$ cat src/sv/rbba_pkg.sv
`timescale 1ns / 1ps
// ----------------------------------------------------------------------------
// rbba_pkg
// Types and constants shared by the rotated box bounds accumulator.
// ----------------------------------------------------------------------------
package rbba_pkg;

  localparam int COORD_W = 24;
  localparam int ANGLE_W = 16;

  typedef logic signed [COORD_W-1:0] coord_t;
  typedef logic signed [ANGLE_W-1:0] angle_t;

  typedef enum logic [1:0] {
    CMD_BOX    = 2'd0,
    CMD_POINT  = 2'd1,
    CMD_FINISH = 2'd2,
    CMD_NONE   = 2'd3
  } cmd_t;

  typedef enum logic [1:0] {
    AXIS_X = 2'd0,
    AXIS_Y = 2'd1,
    AXIS_Z = 2'd2,
    AXIS_Z_ALT = 2'd3
  } axis_t;

  localparam coord_t COORD_MAX = 24'sh7FFFFF;
  localparam coord_t COORD_MIN = -24'sh800000;

  localparam logic signed [31:0] INV_GAIN = 32'sd652032874;
  localparam logic signed [33:0] DEG_SCALE = 34'sd240315917;

  // atan(2^-i) in units of 2^-22 degree
  function automatic logic signed [33:0] atan_entry(input logic [4:0] i);
    logic signed [33:0] r;
    case (i)
      5'd0: r = 34'sd188743680;
      5'd1: r = 34'sd111421900;
      5'd2: r = 34'sd58872272;
      5'd3: r = 34'sd29884485;
      5'd4: r = 34'sd15000234;
      5'd5: r = 34'sd7507429;
      5'd6: r = 34'sd3754631;
      5'd7: r = 34'sd1877430;
      5'd8: r = 34'sd938729;
      5'd9: r = 34'sd469366;
      default: r = (DEG_SCALE + (34'sd1 <<< (i - 5'd1))) >>> i;
    endcase
    return r;
  endfunction

endpackage

$ cat src/sv/rbba_if.sv
`timescale 1ns / 1ps
// ----------------------------------------------------------------------------
// rbba_in_if / rbba_out_if
// Valid/ready channels for box items and bounds results.
// ----------------------------------------------------------------------------
interface rbba_in_if import rbba_pkg::*; ();
  logic   valid;
  logic   ready;
  logic [1:0] cmd;
  coord_t corner_a_x, corner_a_y, corner_a_z;
  coord_t corner_b_x, corner_b_y, corner_b_z;
  coord_t pivot_x, pivot_y, pivot_z;
  logic [1:0] rot_axis;
  angle_t rot_angle;
  modport source (output valid, cmd, corner_a_x, corner_a_y, corner_a_z, corner_b_x,
                  corner_b_y, corner_b_z, pivot_x, pivot_y, pivot_z, rot_axis,
                  rot_angle, input ready);
  modport sink (input valid, cmd, corner_a_x, corner_a_y, corner_a_z, corner_b_x,
                corner_b_y, corner_b_z, pivot_x, pivot_y, pivot_z, rot_axis,
                rot_angle, output ready);
endinterface

interface rbba_out_if import rbba_pkg::*; ();
  logic   valid;
  logic   ready;
  coord_t low_x, low_y, low_z, high_x, high_y, high_z;
  logic   found;
  modport source (output valid, low_x, low_y, low_z, high_x, high_y, high_z, found,
                  input ready);
  modport sink (input valid, low_x, low_y, low_z, high_x, high_y, high_z, found,
                output ready);
endinterface

$ cat src/sv/rotated_box_bounds_accumulator.sv
`timescale 1ns / 1ps
// ----------------------------------------------------------------------------
// rotated_box_bounds_accumulator
// Running axis-aligned bounds over points and rotated boxes.
// ----------------------------------------------------------------------------
// A point or unused command needs no further work after its transfer. A finish
// loads the output register, where the result waits until transferred; while it waits the
// input is held off, unless the result is transferred in that same cycle.
// A box keeps the input held off until its work is done: angle reduction,
// CORDIC_STEPS iterations of one shared shift-add stage, rounding, then for
// each of eight corners four passes through one shared 25x18 multiplier
// followed by a combine and fold step.
module rotated_box_bounds_accumulator import rbba_pkg::*; #(
  parameter int CORDIC_STEPS = 16
) (
  input  logic clk,
  input  logic rst,
  rbba_in_if.sink   in_ch,
  rbba_out_if.source out_ch
);

  localparam int SW = $clog2(CORDIC_STEPS + 1);

  typedef enum logic [6:0] {
    ST_IDLE   = 7'b0000001,
    ST_REDUCE = 7'b0000010,
    ST_CORDIC = 7'b0000100,
    ST_ROUND  = 7'b0001000,
    ST_MUL    = 7'b0010000,
    ST_FOLD   = 7'b0100000,
    ST_SPARE  = 7'b1000000
  } state_t;

  state_t state;

  coord_t run_min [3];
  coord_t run_max [3];
  logic   any_seen;

  coord_t lo [3];
  coord_t hi [3];
  coord_t piv [3];
  logic [1:0] axis;
  angle_t angle;

  logic        flip;
  logic signed [33:0] cx, cy, cz;
  logic [SW-1:0] step;
  logic signed [17:0] sn, cs;
  logic [2:0] corner;
  logic [1:0] mcnt;
  logic signed [42:0] prod [4];

  logic out_valid;
  coord_t o_low [3];
  coord_t o_high [3];
  logic o_found;

  assign in_ch.ready = (state == ST_IDLE) && !(out_valid && !out_ch.ready);
  assign out_ch.valid = out_valid;
  assign out_ch.low_x = o_low[0];
  assign out_ch.low_y = o_low[1];
  assign out_ch.low_z = o_low[2];
  assign out_ch.high_x = o_high[0];
  assign out_ch.high_y = o_high[1];
  assign out_ch.high_z = o_high[2];
  assign out_ch.found = o_found;

  logic accept;
  assign accept = in_ch.valid && in_ch.ready;

  // angle mod 23040 by repeated subtraction, then folded into [-11520, 11520)
  logic signed [16:0] a_ext;
  logic [16:0] a_off;
  logic [16:0] r0;
  logic signed [17:0] rr;
  always_comb begin
    a_ext = {angle[ANGLE_W-1], angle};
    // angle in [-32768, 32767]; add 46080 to make non-negative, then reduce
    a_off = 17'(a_ext + 17'sd46080);
    r0 = a_off;
    if (r0 >= 17'd23040) r0 = 17'(r0 - 17'd23040);
    if (r0 >= 17'd23040) r0 = 17'(r0 - 17'd23040);
    if (r0 >= 17'd23040) r0 = 17'(r0 - 17'd23040);
    rr = (r0 >= 17'd11520) ? 18'($signed({1'b0, r0}) - 18'sd23040)
                           : 18'($signed({1'b0, r0}));
  end

  // shared CORDIC stage
  logic signed [33:0] dx, dy;
  always_comb begin
    dx = cy >>> step;
    dy = cx >>> step;
  end

  // corner point relative to pivot, selected by the axis pair
  logic signed [24:0] pa, pb;
  logic [1:0] ia, ib;
  always_comb begin
    case (axis)
      AXIS_X: begin ia = 2'd1; ib = 2'd2; end
      AXIS_Y: begin ia = 2'd0; ib = 2'd2; end
      default: begin ia = 2'd0; ib = 2'd1; end
    endcase
    pa = 25'((corner[ia] ? hi[ia] : lo[ia])) - 25'(piv[ia]);
    pb = 25'((corner[ib] ? hi[ib] : lo[ib])) - 25'(piv[ib]);
  end

  // one shared multiplier: pa*c, pb*s, pa*s, pb*c
  logic signed [24:0] m_a;
  logic signed [17:0] m_b;
  always_comb begin
    case (mcnt)
      2'd0: begin m_a = pa; m_b = cs; end
      2'd1: begin m_a = pb; m_b = sn; end
      2'd2: begin m_a = pa; m_b = sn; end
      default: begin m_a = pb; m_b = cs; end
    endcase
  end

  function automatic coord_t comb_sat(input logic signed [43:0] v, input coord_t pv);
    logic signed [27:0] t;
    logic signed [28:0] u;
    t = 28'((v + 44'sd32768) >>> 16);
    u = 29'(t) + 29'(pv);
    if (u > 29'sd8388607) return COORD_MAX;
    if (u < -29'sd8388608) return COORD_MIN;
    return coord_t'(u);
  endfunction

  // rotated point, formula depends on axis
  coord_t q [3];
  coord_t ra, rb;
  always_comb begin
    if (axis == AXIS_Y) begin
      ra = comb_sat(44'(prod[0]) + 44'(prod[1]), piv[ia]);
      rb = comb_sat(44'(prod[3]) - 44'(prod[2]), piv[ib]);
    end else begin
      ra = comb_sat(44'(prod[0]) - 44'(prod[1]), piv[ia]);
      rb = comb_sat(44'(prod[2]) + 44'(prod[3]), piv[ib]);
    end
    for (int k = 0; k < 3; k++) q[k] = corner[k] ? hi[k] : lo[k];
    q[ia] = ra;
    q[ib] = rb;
  end

  always_ff @(posedge clk) begin
    if (rst) begin
      state <= ST_IDLE;
      out_valid <= 1'b0;
      any_seen <= 1'b0;
      for (int k = 0; k < 3; k++) begin
        run_min[k] <= COORD_MAX;
        run_max[k] <= COORD_MIN;
      end
    end else begin
      // drop the result once transferred, unless a finish refills it now
      if (out_valid && out_ch.ready && !(accept && in_ch.cmd == CMD_FINISH))
        out_valid <= 1'b0;
      case (state)
        ST_IDLE: begin
          if (accept) begin
            case (cmd_t'(in_ch.cmd))
              CMD_BOX: begin
                lo[0] <= (in_ch.corner_a_x < in_ch.corner_b_x) ? in_ch.corner_a_x
                                                               : in_ch.corner_b_x;
                hi[0] <= (in_ch.corner_a_x < in_ch.corner_b_x) ? in_ch.corner_b_x
                                                               : in_ch.corner_a_x;
                lo[1] <= (in_ch.corner_a_y < in_ch.corner_b_y) ? in_ch.corner_a_y
                                                               : in_ch.corner_b_y;
                hi[1] <= (in_ch.corner_a_y < in_ch.corner_b_y) ? in_ch.corner_b_y
                                                               : in_ch.corner_a_y;
                lo[2] <= (in_ch.corner_a_z < in_ch.corner_b_z) ? in_ch.corner_a_z
                                                               : in_ch.corner_b_z;
                hi[2] <= (in_ch.corner_a_z < in_ch.corner_b_z) ? in_ch.corner_b_z
                                                               : in_ch.corner_a_z;
                piv[0] <= in_ch.pivot_x;
                piv[1] <= in_ch.pivot_y;
                piv[2] <= in_ch.pivot_z;
                axis <= in_ch.rot_axis;
                angle <= in_ch.rot_angle;
                state <= ST_REDUCE;
              end
              CMD_POINT: begin
                if (in_ch.corner_a_x < run_min[0]) run_min[0] <= in_ch.corner_a_x;
                if (in_ch.corner_a_x > run_max[0]) run_max[0] <= in_ch.corner_a_x;
                if (in_ch.corner_a_y < run_min[1]) run_min[1] <= in_ch.corner_a_y;
                if (in_ch.corner_a_y > run_max[1]) run_max[1] <= in_ch.corner_a_y;
                if (in_ch.corner_a_z < run_min[2]) run_min[2] <= in_ch.corner_a_z;
                if (in_ch.corner_a_z > run_max[2]) run_max[2] <= in_ch.corner_a_z;
                any_seen <= 1'b1;
              end
              CMD_FINISH: begin
                out_valid <= 1'b1;
                o_found <= any_seen;
                for (int k = 0; k < 3; k++) begin
                  o_low[k] <= any_seen ? run_min[k] : '0;
                  o_high[k] <= any_seen ? run_max[k] : '0;
                  run_min[k] <= COORD_MAX;
                  run_max[k] <= COORD_MIN;
                end
                any_seen <= 1'b0;
              end
              default: ;
            endcase
          end
        end
        ST_REDUCE: begin
          flip <= (rr > 18'sd5760) || (rr < -18'sd5760);
          if (rr > 18'sd5760)
            cz <= 34'(rr - 18'sd11520) <<< 16;
          else if (rr < -18'sd5760)
            cz <= 34'(rr + 18'sd11520) <<< 16;
          else
            cz <= 34'(rr) <<< 16;
          cx <= 34'(INV_GAIN);
          cy <= '0;
          step <= '0;
          state <= ST_CORDIC;
        end
        ST_CORDIC: begin
          if (!cz[33]) begin
            cx <= cx - dx; cy <= cy + dy; cz <= cz - atan_entry(5'(step));
          end else begin
            cx <= cx + dx; cy <= cy - dy; cz <= cz + atan_entry(5'(step));
          end
          if (step == SW'(CORDIC_STEPS - 1)) state <= ST_ROUND;
          step <= SW'(step + 1'b1);
        end
        ST_ROUND: begin
          cs <= flip ? 18'(-((cx + 34'sd8192) >>> 14)) : 18'((cx + 34'sd8192) >>> 14);
          sn <= flip ? 18'(-((cy + 34'sd8192) >>> 14)) : 18'((cy + 34'sd8192) >>> 14);
          corner <= '0;
          mcnt <= '0;
          state <= ST_MUL;
        end
        ST_MUL: begin
          prod[mcnt] <= 43'(m_a * m_b);
          mcnt <= 2'(mcnt + 1'b1);
          if (mcnt == 2'd3) state <= ST_FOLD;
        end
        ST_FOLD: begin
          for (int k = 0; k < 3; k++) begin
            if (q[k] < run_min[k]) run_min[k] <= q[k];
            if (q[k] > run_max[k]) run_max[k] <= q[k];
          end
          any_seen <= 1'b1;
          corner <= 3'(corner + 1'b1);
          state <= (corner == 3'd7) ? ST_IDLE : ST_MUL;
        end
        default: state <= ST_IDLE;
      endcase
    end
  end

endmodule

$ cat src/flat_wrapper.sv
// flat-port wrapper written by rule: the top's interface ports become plain ports
module rotated_box_bounds_accumulator_flat import rbba_pkg::*;
#(
  parameter int CORDIC_STEPS = 16
)
  (clk, rst, in_ch_valid, in_ch_cmd, in_ch_corner_a_x, in_ch_corner_a_y, in_ch_corner_a_z, in_ch_corner_b_x, in_ch_corner_b_y, in_ch_corner_b_z, in_ch_pivot_x, in_ch_pivot_y, in_ch_pivot_z, in_ch_rot_axis, in_ch_rot_angle, in_ch_ready, out_ch_valid, out_ch_low_x, out_ch_low_y, out_ch_low_z, out_ch_high_x, out_ch_high_y, out_ch_high_z, out_ch_found, out_ch_ready);
  rbba_in_if in_ch_i ();
  rbba_out_if out_ch_i ();
  input  logic clk;
  input  logic rst;
  input wire logic [$bits(in_ch_i.valid)-1:0] in_ch_valid;
  input wire logic [$bits(in_ch_i.cmd)-1:0] in_ch_cmd;
  input wire logic [$bits(in_ch_i.corner_a_x)-1:0] in_ch_corner_a_x;
  input wire logic [$bits(in_ch_i.corner_a_y)-1:0] in_ch_corner_a_y;
  input wire logic [$bits(in_ch_i.corner_a_z)-1:0] in_ch_corner_a_z;
  input wire logic [$bits(in_ch_i.corner_b_x)-1:0] in_ch_corner_b_x;
  input wire logic [$bits(in_ch_i.corner_b_y)-1:0] in_ch_corner_b_y;
  input wire logic [$bits(in_ch_i.corner_b_z)-1:0] in_ch_corner_b_z;
  input wire logic [$bits(in_ch_i.pivot_x)-1:0] in_ch_pivot_x;
  input wire logic [$bits(in_ch_i.pivot_y)-1:0] in_ch_pivot_y;
  input wire logic [$bits(in_ch_i.pivot_z)-1:0] in_ch_pivot_z;
  input wire logic [$bits(in_ch_i.rot_axis)-1:0] in_ch_rot_axis;
  input wire logic [$bits(in_ch_i.rot_angle)-1:0] in_ch_rot_angle;
  output wire logic [$bits(in_ch_i.ready)-1:0] in_ch_ready;
  output wire logic [$bits(out_ch_i.valid)-1:0] out_ch_valid;
  output wire logic [$bits(out_ch_i.low_x)-1:0] out_ch_low_x;
  output wire logic [$bits(out_ch_i.low_y)-1:0] out_ch_low_y;
  output wire logic [$bits(out_ch_i.low_z)-1:0] out_ch_low_z;
  output wire logic [$bits(out_ch_i.high_x)-1:0] out_ch_high_x;
  output wire logic [$bits(out_ch_i.high_y)-1:0] out_ch_high_y;
  output wire logic [$bits(out_ch_i.high_z)-1:0] out_ch_high_z;
  output wire logic [$bits(out_ch_i.found)-1:0] out_ch_found;
  input wire logic [$bits(out_ch_i.ready)-1:0] out_ch_ready;
  assign in_ch_i.valid = in_ch_valid;
  assign in_ch_i.cmd = in_ch_cmd;
  assign in_ch_i.corner_a_x = in_ch_corner_a_x;
  assign in_ch_i.corner_a_y = in_ch_corner_a_y;
  assign in_ch_i.corner_a_z = in_ch_corner_a_z;
  assign in_ch_i.corner_b_x = in_ch_corner_b_x;
  assign in_ch_i.corner_b_y = in_ch_corner_b_y;
  assign in_ch_i.corner_b_z = in_ch_corner_b_z;
  assign in_ch_i.pivot_x = in_ch_pivot_x;
  assign in_ch_i.pivot_y = in_ch_pivot_y;
  assign in_ch_i.pivot_z = in_ch_pivot_z;
  assign in_ch_i.rot_axis = in_ch_rot_axis;
  assign in_ch_i.rot_angle = in_ch_rot_angle;
  assign in_ch_ready = in_ch_i.ready;
  assign out_ch_valid = out_ch_i.valid;
  assign out_ch_low_x = out_ch_i.low_x;
  assign out_ch_low_y = out_ch_i.low_y;
  assign out_ch_low_z = out_ch_i.low_z;
  assign out_ch_high_x = out_ch_i.high_x;
  assign out_ch_high_y = out_ch_i.high_y;
  assign out_ch_high_z = out_ch_i.high_z;
  assign out_ch_found = out_ch_i.found;
  assign out_ch_i.ready = out_ch_ready;
  rotated_box_bounds_accumulator #(.CORDIC_STEPS(CORDIC_STEPS)) u_core (.clk(clk), .rst(rst), .in_ch(in_ch_i), .out_ch(out_ch_i));
endmodule
$ cat config.mk
export PLATFORM = sky130hd
export DESIGN_NAME = rotated_box_bounds_accumulator_flat
export DESIGN_NICKNAME = d
export VERILOG_FILES = /design/src/sv/rbba_pkg.sv /design/src/sv/rbba_if.sv /design/src/sv/rotated_box_bounds_accumulator.sv /design/src/flat_wrapper.sv
export SDC_FILE = /design/constraint.sdc
export NUM_CORES = 2
export LEC_CHECK = 0
export ABC_AREA = 1
export BUFFER_PORTS_ARGS = -buffer_cell sky130_fd_sc_hd__buf_2
export CAP_MARGIN = 20
export CORE_ASPECT_RATIO = 1.1
export CORE_MARGIN = 1
export CORE_UTILIZATION = 40
export DETAILED_ROUTE_END_ITERATION = 6
export GPL_ROUTABILITY_DRIVEN = 0
export SLEW_MARGIN = 25
export SYNTH_ARGS = -nofsm -noshare
export SYNTH_HDL_FRONTEND = slang
export SYNTH_SLANG_ARGS = --single-unit
$ cat constraint.sdc
create_clock -name clk -period 16.4 [get_ports clk]
set_clock_uncertainty 0.15 [all_clocks]
set_input_delay 3.28 -clock clk [delete_from_list [all_inputs] [get_ports clk]]
set_output_delay 3.28 -clock clk [all_outputs]
set_load 0.02 [all_outputs]
# ---- Yosys cells after proc, flatten, opt, wreduce, memory -nomap -nowiden
# Memories as Yosys holds them, arrays and structs flattened.
# Index checks and enable logic that the tools add are counted.
dict set report word_totals {
  reg_bits 177
  latchBits 0
  mem_bits_rw 676
  rom_bits 0
  in_bits 240
  output_inout_bits 147
  elab_cells 379
  memories 8
}
# memory words word_bits rd rd_clocked_by_memory_dff wr line_no
set memory_table {}
lappend memory_table {u_core.prod 4 43 4 0 1 rotated_box_bounds_accumulator.sv:52} ;# logic signed [42:0] prod [4];
lappend memory_table {u_core.hi 3 24 5 0 3 rotated_box_bounds_accumulator.sv:41} ;# coord_t hi [3];
lappend memory_table {u_core.lo 3 24 5 0 3 rotated_box_bounds_accumulator.sv:40} ;# coord_t lo [3];
lappend memory_table {u_core.o_high 3 24 3 0 3 rotated_box_bounds_accumulator.sv:56} ;# coord_t o_high [3];
lappend memory_table {u_core.o_low 3 24 3 0 3 rotated_box_bounds_accumulator.sv:55} ;# coord_t o_low [3];
lappend memory_table {u_core.piv 3 24 2 0 3 rotated_box_bounds_accumulator.sv:42} ;# coord_t piv [3];
lappend memory_table {{2 more memories} -- -- -- -- -- --}
dict set report op_classes {
  addsub 36
  multipliers 1
  div 0
  order_cmp 35
  eq_ne 28
  shift 4
  mux 199
  bitwise 21
  n_reduce_logical 32
}
# cell n
set op_table {}
lappend op_table {{2-to-1 mux 24 bit} 53}
lappend op_table {{2-to-1 mux 34 bit} 11}
lappend op_table {{case mux 34 bit (10 select lines)} 1}
lappend op_table {{less-than comparator 24 bit} 9}
lappend op_table {{case mux 34 bit (2 select lines)} 3}
lappend op_table {{adder 44 x 17 -> 44 bit (second input constant)} 4}
lappend op_table {{bitwise mux 72 bit} 2}
lappend op_table {{> comparator 24 bit} 6}
lappend op_table {{adder 28 x 24 -> 29 bit} 4}
lappend op_table {{> comparator 29 x 24 -> 1 bit (second input constant)} 4}
lappend op_table {{less-than comparator 29 x 24 -> 1 bit (second input constant)} 4}
lappend op_table {{2-to-1 mux 1 bit} 103}
lappend op_table {{adder 34 bit} 3}
lappend op_table {{>>> shifter 34 x 5 -> 34 bit} 3}
lappend op_table {{subtractor 34 bit} 3}
lappend op_table {{demux 24 bit (select 2 bit)} 2}
lappend op_table {{adder 43 x 43 -> 44 bit} 2}
lappend op_table {{subtractor 43 x 43 -> 44 bit} 2}
lappend op_table {{2-to-1 mux 25 bit} 3}
lappend op_table {{2-to-1 mux 18 bit} 4}
lappend op_table {{adder 32 x 15 -> 32 bit (second input constant)} 2}
lappend op_table {{>= comparator 17 x 15 -> 1 bit (second input constant)} 3}
lappend op_table {{2-to-1 mux 17 bit} 3}
lappend op_table {{subtractor 17 x 15 -> 17 bit (second input constant)} 3}
lappend op_table {{59 further kinds} 119}

# ---- Logic depth before layout (Yosys ltp)
# An unclocked memory read counts as a cell.
dict set report logic_depth {
  word_depth 20
  mapped_depth 64
  depth_no_buf 61
}

# ---- Least setup slack after synthesis
# OpenSTA, ideal clock, no wires.
dict set report synth_timing {
  kind {input-to-reg}
  startpoint {in out_ch_ready}
  endpoint {mem u_core.hi[0][0] in the netlist's numbering, enable pin}
  setup_time_ps 797
  t_arrival_ps 12830
  required_time_ps 15453
  slack_ps 2623
  cell_stages 4
  path_buffers 0
  cell_sequence {nor2_1 -> nor2_1 -> nand2_1 -> nor2_1}
}
# item line_no
set synth_lines {}
lappend synth_lines {{start, declared} flat_wrapper.sv:33} ;# input wire logic [$bits(out_ch_i.ready)-1:0] out_ch_ready;
lappend synth_lines {{end, declared} rotated_box_bounds_accumulator.sv:41}

# ---- Worst setup path after layout
dict set report layout_timing {
  startpoint {reg u_core.axis[1]}
  endpoint {mem u_core.prod[0][41] (data pin)}
}
dict set report layout_via {
  elab_chain_cells 9
  word_cells_on_any_way 18
}
# item line_no
set layout_rtl {}
lappend layout_rtl {{start, declared} rotated_box_bounds_accumulator.sv:43} ;# logic [1:0] axis;
lappend layout_rtl {{start signal, assigned} rotated_box_bounds_accumulator.sv:180} ;# axis <= in_ch.rot_axis;
lappend layout_rtl {{equality test 2 x 1 -> 1 bit / zero test 2 bit (equally long branches)} rotated_box_bounds_accumulator.sv:100} ;# case (axis)
lappend layout_rtl {{OR reduction 2 bit (no source line)} --}
lappend layout_rtl {{2-to-1 mux 2 bit} rotated_box_bounds_accumulator.sv:100}
lappend layout_rtl {{binary-select mux 1 bit (select 2 bit)} rotated_box_bounds_accumulator.sv:106} ;# pb = 25'((corner[ib] ? hi[ib] : lo[ib])) - 25'(piv[ib]);
lappend layout_rtl {{2-to-1 mux 1 bit (not written as such)} rotated_box_bounds_accumulator.sv:106}
lappend layout_rtl {{2-to-1 mux 25 bit} rotated_box_bounds_accumulator.sv:106}
lappend layout_rtl {{subtractor 25 x 24 -> 25 bit} rotated_box_bounds_accumulator.sv:106}
lappend layout_rtl {{2-to-1 mux 25 bit (*)} rotated_box_bounds_accumulator.sv:113} ;# case (mcnt)
lappend layout_rtl {{multiplier 25 x 18 -> 43 bit (*)} rotated_box_bounds_accumulator.sv:238} ;# prod[mcnt] <= 43'(m_a * m_b);
lappend layout_rtl {{end, declared} rotated_box_bounds_accumulator.sv:52}
# Every way passes the cells marked *; elsewhere a longest branch is shown, timed or not. The select of a mux whose other input is x is not followed.

==> flow_summary.toml <==
[outcome]
status = "finished, violations left"
failed_checks = "design-rule violations"

[clocking]
cts_tree = "done"
holdBufCountCts = 0
post-cts-setup-buffer-count = 0
cts_buffer_depth = 3
path_clk_slew_ns = 0.07
clk_latency_ns = 0.84
htreeDepth = 3
numCtsBuffers = 107
cts_sinks = 852
cts_resized = 0
root_buffer = "clkbuf_16"

[power_and_ir_drop]
p_leak_nw = 48.44
powerDensity_nw_per_um2 = 135.1
vdd_drop_max_v = 0.0005005

[logic_synthesis]
synthCells = 11600
ys_dominant_reg_cell = "edfxtp_1"
synth_compound_area_share_pct = 14.40
synth-simple-area-share_pct = 17.87
ys_ff_latch = 852
ys_types = 74
synth_async_sr_flop_share_pct = 0
yosys_warnings = 0
synth-xor-area-share_pct = 4.606
syn_area_um2 = 91470
synthMuxAreaShare_pct = 0.7770
avgSynthCellArea_um2 = 7.884
synth_top_family_by_area = "adder cells"
synth-edff-count = 844
yosysSeqAreaShare_pct = 27.88
syn-num-nets = 13380
synthAdderAreaFrac_pct = 24.73

[floorplanning]
dieArea_um2 = 230600
fp.dieH_um = 503.5
core_um2 = 226700
row_count = 183
io_pins = 387
die_w_um = 457.9
initial_core_util_pct = 40.35

[hold_path]
hold_class = "reg2reg"
hold_depth = 2
hp-start = "u_core.run_min[0][49]"

[critical_path]
crit_buf_inv = 10
critical_path.slowest_cell = "fa_1"
setup.worst_path.class = "reg2reg"
slowest_delay_ns = 0.55
worstSetupStartpointType = "flip-flop"
worst_path_dominant_cell_family = "adder cells"
r2r-start = "u_core.axis[1]"
cp.required_ns = 16.83
startpoint = "u_core.axis[1]"
crit_arrival_ns = 13.32
endpoint_kind = "flip-flop"
worst-path-stages = 57
cpMostUsedCell = "nand2_1"
cp_max_fo = 59
reg2reg_depth = 57

[placed_design]
dp_hpwl_mm = 262.3
post-place-ws_ns = 3.855
placedInstanceArea_um2 = 96840
placement.io_buffers = 386

[sta]
fin_setup_tns_ns = 0
relSlewSlack_pct = 21.35
fmax_mhz = 77.56
worstMarginPinSlew_ns = 1.180
fin_ws_ns = 3.506
final-hold-violation-count = 0
rsz0062_at_grt = "no"
report.final.slew_viol_count = 0
setup_violations = 0
period_needed_ns = 12.89
final.period_utilization_pct = 78.62

[global_route]
grt_max_degree = 166
grt_pass1_wl_mm = 480.1
grt_remaining_overflow = 0
grtUsageTotal_pct = 27.27
grt_pass1_vias = 81400
antenna_found_initial = 28

[final_layout]
drive_above_1_share_pct = 7.230
areaGrowthSynthToFinish_pct = 10.11
fin_area_um2 = 100700
fin_nets = 13640

[run]
cap_violations = 0

[route]
dr.pass1.iters = 7
drc = 178
ant_nets = 0
wl_per_cell_um = 21.66
viasPerCell = 5.565
vias = 83120
drtIter0Drc = 7868
wl_mm = 323.6
registers in the layout (all words and copies together), names as in the netlist, 6 cells and up:
| name | cells |
|---|---|
| u_core.angle | 16 |
| u_core.cs | 18 |
| u_core.cx | 34 |
| u_core.cy | 34 |
| u_core.cz | 34 |
| u_core.hi | 72 |
| u_core.lo | 72 |
| u_core.o_high | 72 |
| u_core.o_low | 72 |
| u_core.piv | 72 |
| u_core.prod | 172 |
| u_core.run_max | 72 |
| u_core.run_min | 72 |
| u_core.sn | 18 |
| u_core.state | 6 |
synthesized netlist by cell type, drive strengths merged (4+ instances only):
cell type,number,area share (%)
a2111oi,4,0.038
a211oi,80,0.66
a21boi,13,0.11
a21o,22,0.18
a21oi,880,4.9
a221oi,34,0.33
a22oi,7,0.057
a31o,4,0.038
a31oi,81,0.55
and2,5,0.034
buf,52,0.27
clkbuf,313,1.3
clkinv,8,0.033
dfxtp,8,0.18
edfxtp,844,28
fa,450,9.8
ha,1088,15
inv,1984,8.1
mux2i,71,0.78
nand2,2574,11
nand3,321,1.8
nand3b,13,0.11
nand4,160,1.1
nor2,695,2.9
nor3,86,0.47
nor3b,9,0.074
nor4,24,0.16
o2111ai,12,0.11
o211ai,73,0.60
o21a,48,0.39
o21ai,967,5.3
o21bai,27,0.22
o221a,6,0.074
o221ai,37,0.35
o22ai,17,0.12
o311ai,6,0.057
o31ai,17,0.14
o41ai,5,0.048
or2,49,0.34
xnor2,182,1.7
xor2,299,2.9
cell usage in the layout, fill, tap and decap left out, types with 34 or more instances in the layout:
cell and count:
o21ai_0 937, xor2_1 296, ha_1 1088, buf_4 121
inv_1 1964, or2_2 48, a31oi_1 81, a221oi_1 34
nor2_1 673, o211ai_1 73, xnor2_1 180, a211oi_1 80
nand2_1 2530, a21oi_1 872, nand4_1 158, edfxtp_1 844
buf_2 387, mux2i_1 71, clkbuf_16 107, fa_1 450
o21a_1 48, o221ai_1 37, nand3_1 311, nor3_1 86
metal layers:
layer / GRT usage (%) / up-vias / part of all wire, %
met1: 31.48 / 39520 / 38
met2: 45.06 / 3560 / 46
met5: 0.4366 / - / 0.14
li1: - / 38980 / -
met4: 19.13 / 34 / 8.0
met3: 5.842 / 1026 / 8.0
stage by stage:
| stage | power, mW | utilization [%] | hold slack, ns | cells |
|---|---|---|---|---|
| global placement | 10.73 | 42.72 | 0.3718 | 14710 |
| finish | 13.60 | 44.43 | 0.3461 | 14940 |
| detailed placement | 10.92 | 42.72 | 0.3723 | 14710 |
| CTS | 13.52 | 44.38 | 0.3455 | 14910 |
| global route | 14.34 | 44.41 | 0.3597 | 14920 |
| floorplan | 7.826 | - | 0.2564 | 11600 |
logic make-up (layout without fill, tap and decap cells):
family,count (synthesis),count (layout)
simple gates,3946,3946
compound gates,2357,2357
buf+inv,2357,2706
fa+ha+maj,1538,1538
flops,852,852
xor+xnor,481,481
mux,71,71
other cells,0,24
where the power goes:
group,switching [mW],internal [mW],total (mW)
Clock,1.09,1.47,2.56
Combinational,5.40,2.02,7.42
Sequential,0.0490,3.58,3.63
final timing paths:
check / endpoint / slack, ns
worst min register to register: u_core.o_low[0][49] / 0.35
worst min-delay path: u_core.o_low[0][49] / 0.35
worst max register to register: u_core.prod[0][41] / 3.51
worst max-delay path: u_core.prod[0][41] / 3.51
worst reg2reg max path, delay by kind of cell (launching register included):
| kind | cells | cell delay [ns] |
|---|---|---|
| buf+inv | 10 | 2.26 |
| xor+xnor | 1 | 0.27 |
| fa+ha+maj | 8 | 3.70 |
| flops | 1 | 0.38 |
| simple gates | 21 | 2.48 |
| compound gates | 17 | 3.42 |
cell type report:
class                      instances  area (um^2)
multi-input combinational       8393        57280
sequential                       852        25510
clock buffer                     116         2711
clock inverter                    86         1054
timing repair buffer             512         2920
fill                           22570       126000
antenna                           24        60.06
inverter                        1992         7480
tap                             2960         3704
Note: power is estimated with default switching activity, not from simulation.
